--- config.mk ---
export PLATFORM = sky130hd
export DESIGN_NAME = multi_timer_table
export DESIGN_NICKNAME = d
export VERILOG_FILES = /design/src/mtt_pkg.sv /design/src/mtt_ram.sv /design/src/mtt_outq.sv /design/src/multi_timer_table.sv
export VERILOG_INCLUDE_DIRS = /design/src /design/src/src
export SDC_FILE = /design/constraint.sdc
export NUM_CORES = 2
export LEC_CHECK = 0
export BUFFER_PORTS_ARGS = -buffer_cell sky130_fd_sc_hd__buf_2
export CORE_ASPECT_RATIO = 0.75
export CORE_MARGIN = 2
export CORE_UTILIZATION = 25
export CTS_BUF_LIST = sky130_fd_sc_hd__clkbuf_4 sky130_fd_sc_hd__clkbuf_8
export CTS_CLUSTER_SIZE = 30
export DETAILED_ROUTE_END_ITERATION = 16
export PLACE_DENSITY = 0.44
export SYNTH_ARGS = -nofsm -noshare
export SYNTH_HDL_FRONTEND = slang
export SYNTH_SLANG_ARGS = --single-unit
export TNS_END_PERCENT = 100
--- constraint.sdc ---
create_clock -name i_clk -period 8.72 [get_ports i_clk]
set_input_delay 1.744 -clock i_clk [delete_from_list [all_inputs] [get_ports i_clk]]
set_output_delay 1.744 -clock i_clk [all_outputs]
set_load 0.1 [all_outputs]
--- src/multi_timer_table_macros.svh ---
// assertion macros for the timer table
`ifndef MULTI_TIMER_TABLE_MACROS_SVH
`define MULTI_TIMER_TABLE_MACROS_SVH

// implication checked on every rising clock edge outside reset
`define MTT_ASSERT_IMP(label, clk, rst_n, ante, cons) \
    label: assert property (@(posedge clk) disable iff (!rst_n) (ante) |-> (cons)) \
        else $error("assertion failed");

// next-cycle implication outside reset
`define MTT_ASSERT_NXT(label, clk, rst_n, ante, cons) \
    label: assert property (@(posedge clk) disable iff (!rst_n) (ante) |=> (cons)) \
        else $error("assertion failed");

`endif

--- src/mtt_pkg.sv ---
package mtt_pkg;
    localparam int TimerSlots = 16;
    localparam int SlotW = $clog2(TimerSlots);
    localparam int CntW = $clog2(TimerSlots + 1);
    localparam int MaxResults = 16;
    localparam int ResW = $clog2(MaxResults + 1);

    localparam logic [2:0] MODE_ADD = 3'd0;
    localparam logic [2:0] MODE_DEL = 3'd1;
    localparam logic [2:0] MODE_RST = 3'd2;
    localparam logic [2:0] MODE_QRY = 3'd3;
    localparam logic [2:0] MODE_TICK = 3'd4;

    localparam logic [1:0] ST_OK = 2'd0;
    localparam logic [1:0] ST_DUP = 2'd1;
    localparam logic [1:0] ST_NOTFOUND = 2'd2;
    localparam logic [1:0] ST_FULL = 2'd3;

    // slot record: key, periodic, notify, period, deadline
    localparam int RecW = 32 + 1 + 1 + 32 + 64;

    typedef struct packed {
        logic        kind;
        logic [1:0]  status;
        logic        present;
        logic [31:0] key;
        logic        last;
    } t_result;

    typedef struct packed {
        logic [31:0] key;
        logic        periodic;
        logic        notify;
        logic [31:0] period;
        logic [63:0] deadline;
    } t_rec;
endpackage

--- src/mtt_ram.sv ---
module mtt_ram #(
    parameter int Width = 8,
    parameter int Depth = 16
) (
    input  logic                     i_clk,
    input  logic                     i_we,
    input  logic [$clog2(Depth)-1:0] i_waddr,
    input  logic [Width-1:0]         i_wdata,
    input  logic [$clog2(Depth)-1:0] i_raddr,
    output logic [Width-1:0]         o_rdata
);
    logic [Width-1:0] r_mem [Depth];

    always_ff @(posedge i_clk) begin
        if (i_we) begin
            r_mem[i_waddr] <= i_wdata;
        end
        o_rdata <= r_mem[i_raddr];
    end
endmodule

--- src/mtt_outq.sv ---
module mtt_outq (
    input  logic                   i_clk,
    input  logic                   i_rst_n,
    input  logic                   i_push,
    input  mtt_pkg::t_result       i_data,
    input  logic                   i_pop,
    output logic                   o_valid,
    output mtt_pkg::t_result       o_data,
    output logic [mtt_pkg::ResW-1:0] o_count
);
    localparam int AW = $clog2(mtt_pkg::MaxResults);
    localparam int ResW = mtt_pkg::ResW;
    mtt_pkg::t_result r_q [mtt_pkg::MaxResults];
    logic [AW-1:0] r_wp, r_rp;
    logic [mtt_pkg::ResW-1:0] r_cnt;

    always_ff @(posedge i_clk) begin
        if (!i_rst_n) begin
            r_wp <= '0;
            r_rp <= '0;
            r_cnt <= '0;
        end else begin
            if (i_push) r_wp <= r_wp + AW'(1);
            if (i_pop) r_rp <= r_rp + AW'(1);
            r_cnt <= r_cnt + ResW'(i_push) - ResW'(i_pop);
        end
        if (i_push) r_q[r_wp] <= i_data;
    end
    assign o_valid = (r_cnt != '0);
    assign o_data = r_q[r_rp];
    assign o_count = r_cnt;
endmodule

--- src/multi_timer_table.sv ---
// channel | dir | tdata fields (low bit up)                       | tuser
// s_axis  | in  | timer_key, period_ticks                        | mode, periodic, notify_enable
// m_axis  | out | expired_key                                    | result_kind, status_code, present
//         |     | tlast = last_of_run                            |
// a command makes one slot read per cycle over the table, then reads back the
// matching record, and then writes and answers
// a tick marks due slots over the table, then for each expiring timer picks
// the earliest pending one and services it, and finishes once none is
// pending; the registered-read slot memory and the one shared 64-bit compare
// set these steps
// reset is synchronous, active low; it clears the used bits, time and queue
// results wait in a 16-entry queue; a new item is taken only when it is empty
`include "multi_timer_table_macros.svh"
module multi_timer_table (
    input  logic        i_clk,
    input  logic        i_rst_n,
    input  logic        s_axis_tvalid,
    output logic        s_axis_tready,
    input  logic [63:0] s_axis_tdata,   // timer_key[31:0], period_ticks[63:32]
    input  logic [4:0]  s_axis_tuser,   // mode[2:0], periodic[3], notify_enable[4]
    output logic        m_axis_tvalid,
    input  logic        m_axis_tready,
    output logic [31:0] m_axis_tdata,   // expired_key[31:0]
    output logic [3:0]  m_axis_tuser,   // result_kind[0], status_code[2:1], present[3]
    output logic        m_axis_tlast    // last_of_run
);
    localparam int N = mtt_pkg::TimerSlots;
    localparam int SW = mtt_pkg::SlotW;
    localparam int CW = mtt_pkg::CntW;

    typedef enum logic [6:0] {
        S_IDLE  = 7'b0000001,
        S_SCAN  = 7'b0000010,  // command: search key / free slot
        S_WRITE = 7'b0000100,  // command: update and answer
        S_MARK  = 7'b0001000,  // tick: mark due slots
        S_PICK  = 7'b0010000,  // tick: find earliest pending
        S_SERV  = 7'b0100000,  // tick: service the chosen slot
        S_FIN   = 7'b1000000
    } t_state;

    t_state r_state;
    logic [N-1:0] r_used, r_pend, r_pendn;
    logic [63:0] r_time;
    logic [2:0]  r_mode;
    logic [31:0] r_key, r_per;
    logic        r_perflag, r_notflag;
    logic [CW-1:0] r_idx;          // address issued, one ahead of data
    logic [SW-1:0] r_didx;         // slot whose data is on rdata
    logic        r_dv;
    logic        r_found, r_free_ok;
    logic [SW-1:0] r_fslot, r_freeslot;
    logic        r_best_ok;
    logic [SW-1:0] r_best;
    logic [63:0] r_best_dl;
    logic [mtt_pkg::ResW-1:0] r_nres;

    mtt_pkg::t_rec w_rd, w_wr;
    logic w_we;
    logic [SW-1:0] w_waddr, w_raddr;
    logic w_push;
    mtt_pkg::t_result w_pd, w_qd;
    logic w_qv;
    logic [mtt_pkg::ResW-1:0] w_qcnt;

    mtt_ram #(.Width(mtt_pkg::RecW), .Depth(N)) u_slots (
        .i_clk(i_clk), .i_we(w_we), .i_waddr(w_waddr), .i_wdata(w_wr),
        .i_raddr(w_raddr), .o_rdata(w_rd)
    );

    mtt_outq u_q (
        .i_clk(i_clk), .i_rst_n(i_rst_n), .i_push(w_push), .i_data(w_pd),
        .i_pop(m_axis_tvalid && m_axis_tready), .o_valid(w_qv), .o_data(w_qd),
        .o_count(w_qcnt)
    );

    assign s_axis_tready = (r_state == S_IDLE) && (w_qcnt == '0);
    assign m_axis_tvalid = w_qv;
    assign m_axis_tdata = w_qd.key;
    assign m_axis_tuser = {w_qd.present, w_qd.status, w_qd.kind};
    assign m_axis_tlast = w_qd.last;

    logic w_acc, w_scan_end;
    assign w_acc = s_axis_tvalid && s_axis_tready;
    assign w_scan_end = r_dv && (r_didx == SW'(N - 1));

    // read address: running index; slot 0 while idle and on leaving service
    // so a new pass starts at slot 0; chosen slot on entering service; found slot in S_FIN for the rewrite
    always_comb begin
        w_raddr = r_idx[SW-1:0];
        if (r_idx >= CW'(N)) w_raddr = '0;
        if (r_state == S_IDLE) w_raddr = '0;
        else if (r_state == S_FIN) w_raddr = r_fslot;
        else if (r_state == S_SERV) w_raddr = r_dv ? '0 : r_best;
    end

    // shared 64-bit compare
    logic w_lt;
    always_comb begin
        if (r_state == S_MARK) w_lt = !(r_time < w_rd.deadline);
        else w_lt = w_rd.deadline < r_best_dl;
    end

    always_comb begin
        w_we = 1'b0;
        w_waddr = r_fslot;
        w_wr = w_rd;
        w_push = 1'b0;
        w_pd = '0;
        w_pd.last = 1'b1;
        if (r_state == S_WRITE) begin
            w_push = 1'b1;
            case (r_mode)
                mtt_pkg::MODE_ADD: begin
                    if (r_found) w_pd.status = mtt_pkg::ST_DUP;
                    else if (!r_free_ok) w_pd.status = mtt_pkg::ST_FULL;
                    else begin
                        w_we = 1'b1;
                        w_waddr = r_freeslot;
                        w_wr.key = r_key;
                        w_wr.periodic = r_perflag;
                        w_wr.notify = r_notflag;
                        w_wr.period = r_per;
                        w_wr.deadline = r_time + {32'd0, r_per};
                    end
                end
                mtt_pkg::MODE_DEL: if (!r_found) w_pd.status = mtt_pkg::ST_NOTFOUND;
                mtt_pkg::MODE_RST: begin
                    // periodic and notify bits come back from the found record
                    if (!r_found) w_pd.status = mtt_pkg::ST_NOTFOUND;
                    else begin
                        w_we = 1'b1;
                        w_wr.period = r_per;
                        w_wr.deadline = r_time + {32'd0, r_per};
                    end
                end
                default: w_pd.present = r_found;
            endcase
        end else if (r_state == S_SERV && r_dv) begin
            w_waddr = r_best;
            w_we = w_rd.periodic;
            w_wr.deadline = r_time + {32'd0, w_rd.period};
            if (w_rd.notify && r_nres < mtt_pkg::ResW'(mtt_pkg::MaxResults)) begin
                w_push = 1'b1;
                w_pd.kind = 1'b1;
                w_pd.key = w_rd.key;
                // last when no other notifying timer is still pending, or at the MaxResults-th result of the run
                w_pd.last = ((r_pendn & ~(N'(1) << r_best)) == '0) ||
                    (r_nres == mtt_pkg::ResW'(mtt_pkg::MaxResults - 1));
            end
        end
    end

    always_ff @(posedge i_clk) begin
        if (!i_rst_n) begin
            r_state <= S_IDLE;
            r_used <= '0;
            r_time <= '0;
            r_dv <= 1'b0;
            r_idx <= '0;
        end else begin
            case (r_state)
                S_IDLE: if (w_acc) begin
                    r_mode <= s_axis_tuser[2:0];
                    r_perflag <= s_axis_tuser[3];
                    r_notflag <= s_axis_tuser[4];
                    r_key <= s_axis_tdata[31:0];
                    r_per <= s_axis_tdata[63:32];
                    r_idx <= CW'(1);
                    r_dv <= 1'b1;
                    r_didx <= '0;
                    r_found <= 1'b0;
                    r_free_ok <= 1'b0;
                    r_pend <= '0;
                    r_pendn <= '0;
                    r_nres <= '0;
                    if (s_axis_tuser[2:0] == mtt_pkg::MODE_TICK) begin
                        r_time <= r_time + 64'd1;
                        r_state <= S_MARK;
                    end else if (s_axis_tuser[2:0] <= mtt_pkg::MODE_QRY) begin
                        r_state <= S_SCAN;
                    end
                end
                S_SCAN: begin
                    if (r_used[r_didx] && w_rd.key == r_key && !r_found) begin
                        r_found <= 1'b1;
                        r_fslot <= r_didx;
                    end
                    if (!r_used[r_didx] && !r_free_ok) begin
                        r_free_ok <= 1'b1;
                        r_freeslot <= r_didx;
                    end
                    r_didx <= r_didx + SW'(1);
                    r_idx <= r_idx + CW'(1);
                    if (w_scan_end) begin
                        r_state <= S_FIN;
                    end
                end
                S_FIN: begin
                    // read back the found slot for a reset-interval rewrite
                    r_state <= S_WRITE;
                end
                S_WRITE: begin
                    if (r_mode == mtt_pkg::MODE_ADD && !r_found && r_free_ok)
                        r_used[r_freeslot] <= 1'b1;
                    if (r_mode == mtt_pkg::MODE_DEL && r_found)
                        r_used[r_fslot] <= 1'b0;
                    r_state <= S_IDLE;
                end
                S_MARK: begin
                    if (r_used[r_didx] && w_lt) r_pend[r_didx] <= 1'b1;
                    if (r_used[r_didx] && w_lt && w_rd.notify) r_pendn[r_didx] <= 1'b1;
                    r_didx <= r_didx + SW'(1);
                    r_idx <= r_idx + CW'(1);
                    if (w_scan_end) begin
                        r_state <= S_PICK;
                        r_idx <= CW'(1);
                        r_didx <= '0;
                        r_best_ok <= 1'b0;
                    end
                end
                S_PICK: begin
                    if (r_pend == '0) begin
                        r_state <= S_IDLE;
                    end else begin
                        if (r_pend[r_didx] && (!r_best_ok || w_lt)) begin
                            r_best_ok <= 1'b1;
                            r_best <= r_didx;
                            r_best_dl <= w_rd.deadline;
                        end
                        r_didx <= r_didx + SW'(1);
                        r_idx <= r_idx + CW'(1);
                        if (w_scan_end) begin
                            r_state <= S_SERV;
                            r_dv <= 1'b0;
                        end
                    end
                end
                S_SERV: begin
                    if (!r_dv) begin
                        r_dv <= 1'b1;
                    end else begin
                        r_pend[r_best] <= 1'b0;
                        r_pendn[r_best] <= 1'b0;
                        if (!w_rd.periodic) r_used[r_best] <= 1'b0;
                        if (w_push) r_nres <= r_nres + mtt_pkg::ResW'(1);
                        r_state <= S_PICK;
                        r_idx <= CW'(1);
                        r_didx <= '0;
                        r_best_ok <= 1'b0;
                    end
                end
                default: r_state <= S_IDLE;
            endcase
        end
    end

    `MTT_ASSERT_IMP(a_ready_idle, i_clk, i_rst_n, s_axis_tready, r_state == S_IDLE)
    `MTT_ASSERT_NXT(a_tick_time, i_clk, i_rst_n, w_acc && s_axis_tuser[2:0] == mtt_pkg::MODE_TICK, r_time == $past(r_time) + 64'd1)
    `MTT_ASSERT_IMP(a_cmd_one, i_clk, i_rst_n, r_state == S_WRITE, w_push && w_pd.last)
endmodule
==> key figures <==
Synth
  – Register bit total from synthesis: 3101
  – Area leader, netlist: edfxtp_1
  – Cell Area, Synth: 129000 um2
  – Number of synthesized flops with an enable pin: 2861
  – Synth unique cells: 89
  – Register area share after synthesis: 0.701
  – Syn nets: 8577
  – Gate count of the mapped netlist: 8292
  – Yosys top cell area share: 0.664
  – Top_reg_cell synth: edfxtp_1
  – Mean post-synth cell area: 15.6 um2
  – Ys Warns: 0
  – Synth top area cells: edfxtp_1 (66%), mux2_2 (4.6%), mux2i_1 (4.1%)
  – FFs w/ async S/R, synth: 0

Min path
  – Min-delay worst type: reg2reg
  – Worst Hold End: r_best_dl[47]
  – Hold_sp: u_slots.o_rdata[47]
  – Worst hold path depth: 0

Setup path
  – CP arrival: 4360 ps
  – Crit path top cell by count: mux4_2
  – Startpoint types: flop
  – Reg2reg path depth: 10
  – Reg2Reg Setup Slack: 3080 ps
  – Cell Chain, Critical Path: buf_4, mux4_2, mux4_2, buf_2
  – Largest fanout on the critical path: 63
  – Max stage delay on crit path: 1000 ps
  – Worst Path Required: 6980 ps
  – Critical register-to-register path endpoint: u_slots.r_mem[1][3]
  – Kind of critical path: reg2out
  – Reg-to-Reg Start: r_state[0]
  – Critical Path Slowest Stage Cell: dfxtp_4
  – Endpoint class of the critical path: output port

Cells and area
  – Area grow syn2layout: 15.7%
  – Storage cell area: 90700 um2
  – Area of the multi-input gates: 36300 um2
  – Final nets: 8937
  – Core Util, Final: 0.291
  – Final std cells w/o fill: 15987
  – Layout cells sized above 1: 0.219
  – Fillers: 51391

Timing
  – Final Skew: 98.6 ps
  – RSZ-0062 raised after global routing: no
  – Slew Limit Fails: 0
  – Setup ws final: 2620 ps
  – Tmin final: 6100 ps
  – Final setup violation count: 0
  – Fin crit share: 0.700
  – Max Clk Rate: 164 MHz
  – Relative slew slack: 0.0827
  – Final Hold Vio Count: 0
  – Measured slew at the worst slew-check pin: 1380 ps
  – Fin Setup TNS: 0 ps
  – Hold WS: 457 ps

Clocking
  – H-Tree Depth: 6
  – Quantity of gates resized following cts: 0
  – CTS tree: done
  – CTS Hold Bufs: 0
  – Root Driver: clkbuf_8
  – Clock Path Buffers: 4
  – Clock transition at the registers of the reported paths: 60 ps
  – Post-CTS Setup Inserts: 0
  – Sink Count: 3101
  – Total CTS buffers: 540
  – Clk_lat worst skew: 1190 ps

Place
  – Dpl cells: 15010
  – Port-buffer cells: 111
  – DP Wirelength: 226000 um
  – Placement Setup Slack: 3180 ps
  – Placer Congestion: 0.875

Power and ir drop
  – Sw Ratio: 0.267
  – Net Switching: 9610 uW
  – Cell Pwr Density: 241 nW/um2
  – Combinational share of power: 0.144
  – P_int: 26400 uW
  – Static leakage: 0.0509 uW
  – Peak supply drop: 0.000173 V
  – Flop pwr share: 0.477
  – Clk pwr share: 0.379

Route
  – DR vias: 74376
  – Final ANT Viol Nets: 0
  – DR DRC count: 0
  – Vias per inst: 4.65
  – Average wire per standard cell: 24.5 um
  – WL final: 392000 um
  – First drt pass iteration count: 6
  – First DRT Iteration DRCs: 6870

Global routing
  – GR Util All Layers: 0.144
  – Global-route wire length before repair: 553000 um
  – Largest net degree at the start of global routing: 147
  – Initial antenna violation count: 43
  – GRT Residual Overflow: 0
  – Vias in the first global route: 74205

Outcome
  – Outcome: complete, no violations

Die
  – Initial core utilization: 0.251
  – Core Rows: 228
  – I/O Pins: 112
  – Die W: 835 um
  – Die ar.: 523000 um2
  – Core area: 515000 um2
  – Die Height: 627 um

Flow run
  – Max-Cap Viols: 0
## power by group through the flow
| stage | Combinational (uW) | Clock (uW) | Sequential [uW] |
|---|---|---|---|
| floorplan | 3860 | 0 | 17200 |
| global placement | 5170 | 0 | 17500 |
| detailed placement | 5210 | 0 | 17500 |
| CTS | 5230 | 14100 | 17200 |
| global route | 5610 | 14700 | 17200 |
| finish | 5180 | 13600 | 17200 |
## layout by cell type (no fill, tap or decap), types with 17 or more instances in the layout
master and n:
edfxtp_1 2861, nand2_1 914, clkbuf_8 586, o211ai_1 540, mux2i_1 533, mux2_2 525, dfxtp_1 236, nor2_1 211
ha_1 209, clkbuf_4 199, mux4_2 195, nand4_1 194, inv_1 189, a21oi_1 179, buf_4 137, o21ai_0 136
buf_2 111, xnor2_1 92, clkinv_1 78, xor2_1 73, nand3_1 69, a211oi_1 54, nor3_1 52, and2_1 49
clkinv_2 39, a21o_1 36, nor2_4 34, and3_1 34, buf_12 32, or3_1 26, nor4_1 25, a31oi_1 23
nand2b_1 22, clkinvlp_4 22, nor2b_1 21, o22ai_1 21, o31ai_1 17
## layer usage
| layer | part of all wire | global-route usage | up-vias |
|---|---|---|---|
| li1 | - | - | 33069 |
| met1 | 0.49 | 0.216 | 38463 |
| met2 | 0.43 | 0.216 | 2278 |
| met3 | 0.061 | 0.0279 | 554 |
| met4 | 0.019 | 0.0301 | 12 |
| met5 | 0.00018 | 0 | - |
## cell usage after synthesis (9+ instances only)
cell      instances
buf_1            60
ha_1            209
or2_2             9
o31ai_1          17
buf_2           125
o22ai_1          21
mux2i_1         533
inv_1           189
edfxtp_1       2861
o211ai_1        540
mux4_2          195
and2_1           49
nand4_1         194
nor2_1          241
a211o_1           9
nor4_1           25
a21oi_1         184
a31oi_1          23
o21bai_1         11
buf_4            37
o221ai_1         21
a221oi_1         13
a22o_1           13
o21ai_0         143
nor3_1           57
nor2b_1          21
clkbuf_1        239
and3_1           35
nand2b_1         22
o31a_1            9
o21a_1           14
dfxtp_1         240
mux2_2          525
a22oi_1          16
a21o_1           36
or3_1            26
nand3_1          70
nand2_1         917
and4_1           12
xor2_1           73
xnor2_1          92
a211oi_1         55
## final cells by class
class                   count  share of cell area
diodes                      8            0.000134
clock buffers             785              0.0639
clock inverters           184             0.00952
inverters                 191             0.00481
multi-input cells        4538               0.243
flip-flops and latches   3101               0.606
well taps                6900              0.0577
repair buffers            280              0.0149
## worst max-delay path, delay by kind of cell (launching register included)
family / cells / cell delay [ps]
flops: 1 / 1000
mux: 2 / 980
buf+inv: 2 / 1070
## state kept, by name (all words and copies together), names as in the netlist, 3 cells and up, named ones only
name / cells
r_best_dl: 64
r_freeslot: 4
u_q.r_q: 592
r_time: 64
r_mode: 3
r_fslot: 4
r_per: 32
r_pend: 16
r_best: 4
r_didx: 4
u_slots.r_mem: 2080
r_state: 7
u_slots.o_rdata: 130
u_q.o_count: 5
r_idx: 5
r_pendn: 16
r_nres: 5
u_q.r_rp: 4
r_used: 16
u_q.r_wp: 4
r_key: 32
## metrics by stage
stage                     total power, uW  instance area (um2)
after detailed placement            22700               139000
after floorplan                     21100               129000
after global placement              22700               139000
after global routing                37500               150000
final                               36000               150000
after CTS                           36500               150000
## cells by family after synthesis
group                      after synthesis  synth area share
DFF                                   3101             0.701
and+or+nand+nor                       1725            0.0611
muxes                                 1253             0.121
AOI/OAI and AO/OA                     1183            0.0635
buffers and inverters                  653            0.0213
adders and majority gates              212            0.0207
xor gates and xnor gates               165            0.0112
## worst max path at each step
stage	to	slack, ps	depth (start not counted)
2_1_floorplan	u_slots.r_mem[9][0]	310	8
3_3_place_gp	u_slots.r_mem[1][66]	3120	10
3_5_place_dp	u_slots.r_mem[1][6]	3180	10
4_1_cts	m_axis_tdata[4]	2410	4
5_1_grt	m_axis_tdata[4]	2430	4
6_report	m_axis_tdata[4]	2620	4
(Power assumes the default switching activity.)
